<file path="src/hdl/cmpc_pkg.sv">
package cmpc_pkg;

   // Cover position codes
   localparam logic [2:0] POS_MIDDLE        = 3'd0;
   localparam logic [2:0] POS_CLOSED        = 3'd1;
   localparam logic [2:0] POS_ALMOST_CLOSED = 3'd2;
   localparam logic [2:0] POS_ALMOST_OPENED = 3'd3;
   localparam logic [2:0] POS_OPENED        = 3'd4;
   localparam logic [2:0] POS_UNDEFINED     = 3'd5;

   // Run status codes
   localparam logic [1:0] ST_IDLE    = 2'd0;
   localparam logic [1:0] ST_OPENING = 2'd1;
   localparam logic [1:0] ST_CLOSING = 2'd2;

   // Command codes
   localparam logic [1:0] OP_NONE  = 2'd0;
   localparam logic [1:0] OP_OPEN  = 2'd1;
   localparam logic [1:0] OP_CLOSE = 2'd2;
   localparam logic [1:0] OP_STOP  = 2'd3;

   // Register indexes
   localparam logic CSR_NORMAL_SPEED = 1'b0;
   localparam logic CSR_SLOW_SPEED   = 1'b1;

   localparam int SPEED_W    = 16;
   localparam int REQ_DATA_W = 8;
   localparam int RSP_DATA_W = 24;

   // Sensor code: opened, almost opened, almost closed, closed (MSB to LSB)
   localparam logic [3:0] SNS_NONE       = 4'h0;
   localparam logic [3:0] SNS_CLOSED     = 4'h1;
   localparam logic [3:0] SNS_CLOSED_ALT = 4'h3;
   localparam logic [3:0] SNS_ALM_CLOSED = 4'h2;
   localparam logic [3:0] SNS_ALM_OPENED = 4'h4;
   localparam logic [3:0] SNS_OPENED     = 4'h8;
   localparam logic [3:0] SNS_OPENED_ALT = 4'hC;

   // Request item, MSB first: closed_sensor ends up in bit 0
   typedef struct packed {
      logic [1:0] op;
      logic       opened_sensor;
      logic       almost_opened_sensor;
      logic       almost_closed_sensor;
      logic       closed_sensor;
   } cmpc_req_type;

   typedef struct packed {
      logic [2:0]         pos_now;
      logic [1:0]         status;
      logic               drive_on;
      logic               drive_ccw;
      logic [SPEED_W-1:0] drive_speed;
   } cmpc_state_type;

   typedef struct packed {
      logic [2:0]         cover_position;
      logic [1:0]         cover_status;
      logic [SPEED_W-1:0] motor_speed;
      logic               motor_direction;
      logic               motor_enable;
   } cmpc_rsp_type;

   function automatic logic [2:0] decode_position(input logic [3:0] code);
      logic [2:0] pos;
      unique case (code)
         SNS_NONE:                       pos = POS_MIDDLE;
         SNS_CLOSED, SNS_CLOSED_ALT:     pos = POS_CLOSED;
         SNS_ALM_CLOSED:                 pos = POS_ALMOST_CLOSED;
         SNS_ALM_OPENED:                 pos = POS_ALMOST_OPENED;
         SNS_OPENED, SNS_OPENED_ALT:     pos = POS_OPENED;
         default:                        pos = POS_UNDEFINED;
      endcase
      return pos;
   endfunction

endpackage

</file>
<file path="src/hdl/cover_motor_position_controller.sv">
// Cover motor position controller.
// req_ channel: one item per control tick, carrying the four limit-sensor
// levels and a command (none, open, close, stop). rsp_ channel: one item per
// request item with the motor drive (enable, direction, speed), the run
// status and the decoded cover position after that tick.
// csr_ port: csr_addr 0 writes the normal speed, 1 the slow speed; a write
// takes effect at the clock edge where csr_we is high. Write only while idle.
// A request accepted at one edge shows its result on rsp_ right after that
// edge, unless the receiver is stalling a held result. Throughput: one item
// per cycle while req_tready is high.
// A two-entry result buffer (result register plus skid register) lets one
// more item in while the receiver stalls; req_tready drops only when both
// entries hold results that have not been taken.
// Reset (synchronous, active high) empties the result buffer, sets position
// to undefined, status to idle, removes motor power and clears the speeds.
module cover_motor_position_controller
   import cmpc_pkg::*;
(
   input  logic                  clock,
   input  logic                  reset,
   input  logic                  req_tvalid,
   output logic                  req_tready,
   // [0] closed_sensor, [1] almost_closed_sensor, [2] almost_opened_sensor,
   // [3] opened_sensor, [5:4] op, [7:6] zero
   input  logic [REQ_DATA_W-1:0] req_tdata,
   output logic                  rsp_tvalid,
   input  logic                  rsp_tready,
   // [0] motor_enable, [1] motor_direction, [17:2] motor_speed,
   // [19:18] cover_status, [22:20] cover_position, [23] zero
   output logic [RSP_DATA_W-1:0] rsp_tdata,
   input  logic                  csr_we,
   input  logic                  csr_addr,
   input  logic [SPEED_W-1:0]    csr_wdata
);

   logic [SPEED_W-1:0] normal_speed_ff, normal_speed_in;
   logic [SPEED_W-1:0] slow_speed_ff, slow_speed_in;
   cmpc_state_type     state_ff, state_in;
   cmpc_state_type     step_state;
   cmpc_req_type       req_item;
   cmpc_rsp_type       step_rsp;
   cmpc_rsp_type       out_data_ff, out_data_in;
   cmpc_rsp_type       skid_data_ff, skid_data_in;
   logic               out_valid_ff, out_valid_in;
   logic               skid_valid_ff, skid_valid_in;
   logic               req_accept;

   assign req_item = cmpc_req_type'(req_tdata[5:0]);

   assign req_tready = !skid_valid_ff;
   assign req_accept = req_tvalid && req_tready;

   cmpc_step u_step (
      .normal_speed (normal_speed_ff),
      .slow_speed   (slow_speed_ff),
      .req          (req_item),
      .st           (state_ff),
      .st_next      (step_state),
      .rsp          (step_rsp)
   );

   // Configuration registers
   always_comb begin
      normal_speed_in = normal_speed_ff;
      slow_speed_in   = slow_speed_ff;
      if (csr_we) begin
         unique case (csr_addr)
            CSR_NORMAL_SPEED: normal_speed_in = csr_wdata;
            CSR_SLOW_SPEED:   slow_speed_in   = csr_wdata;
         endcase
      end
   end

   // Controller state advances once per accepted item
   assign state_in = req_accept ? step_state : state_ff;

   // Result register and skid register
   always_comb begin
      out_valid_in  = out_valid_ff;
      out_data_in   = out_data_ff;
      skid_valid_in = skid_valid_ff;
      skid_data_in  = skid_data_ff;
      if (out_valid_ff && !rsp_tready) begin
         if (req_accept) begin
            skid_valid_in = 1'b1;
            skid_data_in  = step_rsp;
         end
      end else if (skid_valid_ff) begin
         out_valid_in  = 1'b1;
         out_data_in   = skid_data_ff;
         skid_valid_in = 1'b0;
      end else begin
         out_valid_in = req_accept;
         if (req_accept) begin
            out_data_in = step_rsp;
         end
      end
   end

   always_ff @(posedge clock) begin
      if (reset) begin
         normal_speed_ff      <= '0;
         slow_speed_ff        <= '0;
         state_ff.pos_now     <= POS_UNDEFINED;
         state_ff.status      <= ST_IDLE;
         state_ff.drive_on    <= 1'b0;
         state_ff.drive_ccw   <= 1'b0;
         state_ff.drive_speed <= '0;
         out_valid_ff         <= 1'b0;
         skid_valid_ff        <= 1'b0;
      end else begin
         normal_speed_ff <= normal_speed_in;
         slow_speed_ff   <= slow_speed_in;
         state_ff        <= state_in;
         out_valid_ff    <= out_valid_in;
         skid_valid_ff   <= skid_valid_in;
      end
   end

   always_ff @(posedge clock) begin
      out_data_ff  <= out_data_in;
      skid_data_ff <= skid_data_in;
   end

   assign rsp_tvalid = out_valid_ff;
   assign rsp_tdata  = {1'b0, out_data_ff};

`ifndef NO_ASSERTIONS
   // The skid entry is only ever filled behind a full result register
   a_skid_behind_out: assert property (@(posedge clock) disable iff (reset)
      skid_valid_ff |-> out_valid_ff)
      else $error("skid register holds an item while result register is empty");

   // An item accepted into an empty buffer is shown the next cycle
   a_accept_shows: assert property (@(posedge clock) disable iff (reset)
      (req_accept && !out_valid_ff) |=> rsp_tvalid)
      else $error("accepted item not presented on result channel");

   // Idle status never leaves the motor powered
   a_idle_unpowered: assert property (@(posedge clock) disable iff (reset)
      (state_ff.status == ST_IDLE) |-> !state_ff.drive_on)
      else $error("motor powered while status is idle");

   // A presented result with power removed carries zero speed
   a_speed_zero_off: assert property (@(posedge clock) disable iff (reset)
      (out_valid_ff && !out_data_ff.motor_enable) |-> (out_data_ff.motor_speed == '0))
      else $error("nonzero speed with motor disabled");

   // Without an accepted item the controller state holds
   a_state_holds: assert property (@(posedge clock) disable iff (reset)
      !req_accept |=> $stable(state_ff))
      else $error("controller state changed without an accepted item");
`endif

endmodule

</file>
<file path="src/hdl/cmpc_step.sv">
// Next-state logic for one tick: zone handling, then the command.
module cmpc_step
   import cmpc_pkg::*;
(
   input  logic [SPEED_W-1:0] normal_speed,
   input  logic [SPEED_W-1:0] slow_speed,
   input  cmpc_req_type       req,
   input  cmpc_state_type     st,
   output cmpc_state_type     st_next,
   output cmpc_rsp_type       rsp
);

   logic [2:0] pos_prev;
   logic [2:0] pos_cur;

   assign pos_prev = st.pos_now;
   assign pos_cur  = decode_position({req.opened_sensor, req.almost_opened_sensor,
                                      req.almost_closed_sensor, req.closed_sensor});

   always_comb begin
      st_next         = st;
      st_next.pos_now = pos_cur;

      // Slow-down zone entry and end-zone arrival
      if (st.status == ST_OPENING) begin
         if (pos_prev == POS_MIDDLE && pos_cur == POS_ALMOST_OPENED) begin
            st_next.drive_on    = 1'b1;
            st_next.drive_ccw   = 1'b0;
            st_next.drive_speed = slow_speed;
         end else if (pos_prev == POS_ALMOST_OPENED && pos_cur == POS_OPENED) begin
            st_next.drive_on = 1'b0;
            st_next.status   = ST_IDLE;
         end
      end else if (st.status == ST_CLOSING) begin
         if (pos_prev == POS_MIDDLE && pos_cur == POS_ALMOST_CLOSED) begin
            st_next.drive_on    = 1'b1;
            st_next.drive_ccw   = 1'b1;
            st_next.drive_speed = slow_speed;
         end else if (pos_prev == POS_ALMOST_CLOSED && pos_cur == POS_CLOSED) begin
            st_next.drive_on = 1'b0;
            st_next.status   = ST_IDLE;
         end
      end

      // Command, checked against the status after zone handling
      unique case (req.op)
         OP_OPEN: begin
            if (pos_cur != POS_OPENED && st_next.status != ST_OPENING) begin
               st_next.status = ST_OPENING;
               if (pos_cur == POS_CLOSED || pos_cur == POS_ALMOST_CLOSED ||
                   pos_cur == POS_MIDDLE) begin
                  st_next.drive_on    = 1'b1;
                  st_next.drive_ccw   = 1'b0;
                  st_next.drive_speed = normal_speed;
               end else if (pos_cur == POS_ALMOST_OPENED) begin
                  st_next.drive_on    = 1'b1;
                  st_next.drive_ccw   = 1'b0;
                  st_next.drive_speed = slow_speed;
               end else begin
                  st_next.drive_on = 1'b0;
               end
            end
         end
         OP_CLOSE: begin
            if (pos_cur != POS_CLOSED && st_next.status != ST_CLOSING) begin
               st_next.status = ST_CLOSING;
               if (pos_cur == POS_OPENED || pos_cur == POS_ALMOST_OPENED ||
                   pos_cur == POS_MIDDLE) begin
                  st_next.drive_on    = 1'b1;
                  st_next.drive_ccw   = 1'b1;
                  st_next.drive_speed = normal_speed;
               end else if (pos_cur == POS_ALMOST_CLOSED) begin
                  st_next.drive_on    = 1'b1;
                  st_next.drive_ccw   = 1'b1;
                  st_next.drive_speed = slow_speed;
               end else begin
                  st_next.drive_on = 1'b0;
               end
            end
         end
         OP_STOP: begin
            if (st_next.status != ST_IDLE) begin
               st_next.status   = ST_IDLE;
               st_next.drive_on = 1'b0;
            end
         end
         OP_NONE: begin
         end
      endcase
   end

   // Result item taken from the updated state
   always_comb begin
      rsp.motor_enable    = st_next.drive_on;
      rsp.motor_direction = st_next.drive_ccw;
      rsp.motor_speed     = st_next.drive_on ? st_next.drive_speed : '0;
      rsp.cover_status    = st_next.status;
      rsp.cover_position  = st_next.pos_now;
   end

endmodule

</file>
<file path="config.mk">
export PLATFORM = sky130hd
export DESIGN_NAME = cover_motor_position_controller
export DESIGN_NICKNAME = d
export VERILOG_FILES = /design/src/hdl/cmpc_pkg.sv /design/src/hdl/cover_motor_position_controller.sv /design/src/hdl/cmpc_step.sv
export SDC_FILE = /design/constraint.sdc
export NUM_CORES = 1
export LEC_CHECK = 0
export BUFFER_PORTS_ARGS = -buffer_cell sky130_fd_sc_hd__buf_2
export CORE_AREA = 3 3 121 123
export DETAILED_ROUTE_END_ITERATION = 10
export DIE_AREA = 0 0 124 126
export SYNTH_ARGS = -nofsm -noshare
export SYNTH_HDL_FRONTEND = slang
export SYNTH_SLANG_ARGS = --single-unit
</file>
<file path="constraint.sdc">
create_clock -name clock -period 2.3 [get_ports clock]
set_input_delay 0.23 -clock clock [delete_from_list [all_inputs] [get_ports clock]]
set_output_delay 0.23 -clock clock [all_outputs]
set_load 0.005 [all_outputs]
</file>
==> flow_summary_export.csv <==
group,metric,value,unit
synthesis,ys.flop_type,"dfxtp_1",
worst_setup_path,worst_ep_arrival_time,2.29,ns
power,p_total,4220,uW
sta,final.period_utilization,0.955,
clock_network,cts_buffers,9,
clock_network,cts_max_path_buffers,2,
global_routing,overflow,0,
placement,dp_cells,811,
synthesis,syn_avg_cell_area,9.14,sq um
clock_network,clk_latency,0.35,ns
worst_setup_path,endpoint_kind,"flip-flop",
worst_hold_path,hold_path.class,"in2reg",
placement,io_buffers,52,
power,ir_drop,431,uV
synthesis,async_flop_share,0,
layout,areaGrowthSynthToFinish,17.8,%
routing,routedWlPerCell,16.4,um
synthesis,syn_nets,625,
sta,fmax,455,MHz
sta,finClkSkew,0.00622,ns
clock_network,h-tree-depth,3,
worst_setup_path,cp_max_fo,14,
placement,place.gp.congestion,0.880,
floorplan,core_area,13800,sq um
synthesis,synth_warnings,0,
synthesis,synth_edf_count,46,
routing,drt_iter0_markers,432,
global_routing,grt_antenna_before_repair,0,
clock_network,clkSinkCount,103,
worst_setup_path,critPathRequiredTime,2.39,ns
worst_setup_path,startpoint_type,"flip-flop",
floorplan,start_util,0.392,
layout,final_cell_mix,"nand2_1, a21oi_1, nor2_1, dfxtp_1, buf_2",
worst_setup_path,cp_slowest_cell,"dfxtp_1",
routing,vias,4595,
routing,vias_per_cell,5.55,
global_routing,grtUsageTotal,0.179,
clock_network,cts_root_buffer,"clkbuf_16",
layout,drive_above_1_share,0.255,
routing,drc,0,
worst_setup_path,critical-path-max-stage-delay,0.36,ns
routing,drtPass1Iterations,5,
worst_setup_path,cp_num_cells,9,
worst_setup_path,reg2reg_depth,9,
synthesis,seq_area_frac_synth,0.467,
sta,slew_viol_final,0,
routing,drtAntennaViolNets,0,
layout,antenna-diode-count,0,
routing,wirelength,13.6,mm
outcome,outcome,"finished, final reports clean",
global_routing,grt_max_degree,42,
floorplan,dieArea,15600,sq um
sta,fin_ws,0.104,ns
sta,setup_viol,0,
layout,fin_cells,828,
sta,final_hold_viol_count,0,
clock_network,cts_tree,"built",
layout,nFillCells,1326,
floorplan,die_h,126,um
synthesis,synth_seq_cells,103,
synthesis,synthCells,591,
flow_run,cap_violations,0,
sta,worst_slew_pin_slew,1.19,ns
worst_setup_path,critPathKind,"reg2reg",
floorplan,die_w,124,um
worst_setup_path,critical_path_buf_inv_count,3,
worst_setup_path,cp_top_family,"compound AO/OA/AOI/OAI gates",
floorplan,fp-row-count,43,
sta,period_needed,2.20,ns
placement,dp_slack,-0.0560,ns
synthesis,syn_area,5400,sq um
power,power.leakage,0.00236,uW
clock_network,cts_hold_buf,0,
worst_setup_path,path_cells,"buf_6 > nor2b_1 > o21ai_1 > buf_4 > nand3_1 > a211o_1 > a221oi_1 > buf_4 > o21ai_1",
layout,fin_nets,677,
power,powerDensity,664,nW/um^2
synthesis,yosysUniqueCellTypes,57,
clock_network,clk_pin_slew,0.07,ns
sta,rsz0062_at_grt,"no",
layout,layout_commonest_cell,"nand2_1",
placement,hpwl,9.87,mm
global_routing,grt_pass1_wl,22.6,mm
worst_hold_path,hold_path_depth,3,
sta,slew_headroom,0.204,
floorplan,io_pins,56,
sta,finalSetupTns,0,ns
global_routing,grt_pass1_vias,4362,
-- tightest hold or removal path: stages --
cell     delay, ns
buf_2         0.11
nand2_1       0.05
a21oi_1       0.05
-- per-stage QoR --
step           hold WS [ns]   util  instance area, sq um
6_report              0.130  0.462                  6360
5_1_grt               0.134  0.462                  6360
4_1_cts               0.120  0.458                  6310
3_5_place_dp          0.473  0.437                  6020
3_3_place_gp          0.460  0.437                  6020
2_1_floorplan         0.366      -                  5400
-- cells in the mapped netlist (5+ instances only) --
master    count  area, sq um
nand2_1     109          409
a21oi_1      57          285
dfxtp_1      57         1140
nor2_1       57          214
edfxtp_1     46         1380
clkbuf_1     32          120
o21ai_0      21          105
a211oi_1     20          150
o21ai_1      18         90.1
buf_2        13         65.1
o32ai_1      13          114
o221a_2      12          135
mux2_2       11          124
inv_1        10         37.5
mux2_1        8         90.1
o221ai_1      8         70.1
o41a_2        8          100
o221ai_2      6         90.1
nand2b_1      5         31.3
-- cells by family after synthesis --
group	after synthesis	synth area share
buffers and inverters	65	0.0544
other	1	0.000694
AND/OR/NAND/NOR	204	0.168
multiplexers	20	0.0415
AO/OA/AOI/OAI	194	0.259
flip-flops	103	0.467
adder cells (fa/ha/maj)	4	0.00927
-- registers in the layout, indices dropped and copies added (netlist names) --
register / cells
rsp_tvalid: 1
slow_speed_ff: 16
skid_data_ff: 23
skid_valid_ff: 1
state_ff: 23
rsp_tdata: 23
normal_speed_ff: 16
-- final timing paths --
kind                                    startpoint                 end  slack, ns
worst min-delay path                  csr_wdata[7]    slow_speed_ff[7]       0.13
worst min register to register  normal_speed_ff[3]  normal_speed_ff[3]       0.48
worst max register to register        state_ff[19]        rsp_tdata[5]       0.10
worst max-delay path                  state_ff[19]        rsp_tdata[5]       0.10
-- area by class of cell --
| class | instances | area, sq um | area share |
|---|---|---|---|
| clock buffers | 9 | 225 | 0.0354 |
| repair buffers | 95 | 649 | 0.102 |
| multi-input cells | 423 | 2630 | 0.414 |
| well taps | 180 | 225 | 0.0354 |
| inverters | 11 | 41.3 | 0.00649 |
| clock inverters | 7 | 62.6 | 0.00983 |
| flip-flops and latches | 103 | 2520 | 0.397 |
-- where the power goes --
part	internal, uW	total, uW	switching [uW]
Sequential	2020	2080	63.3
Clock	761	1480	717
Combinational	276	662	386
-- what timing repair did --
action | in CTS | in global routing
endpoints found under the hold margin | 0 | 0
gates cloned | 0 | 0
pin swaps | 0 | 2
resized for setup | 2 | 9
setup endpoints to repair | 4 | 34
setup buffers | 0 | 1
-- routing by layer --
metal	track usage	wire, um	vias to the layer above
li1	-	-	2284
met1	0.263	6450	2158
met2	0.273	6230	136
met3	0.0247	696	17
met4	0.0580	210	0
met5	0	0	-
Power figures use the tool's default switching activity.
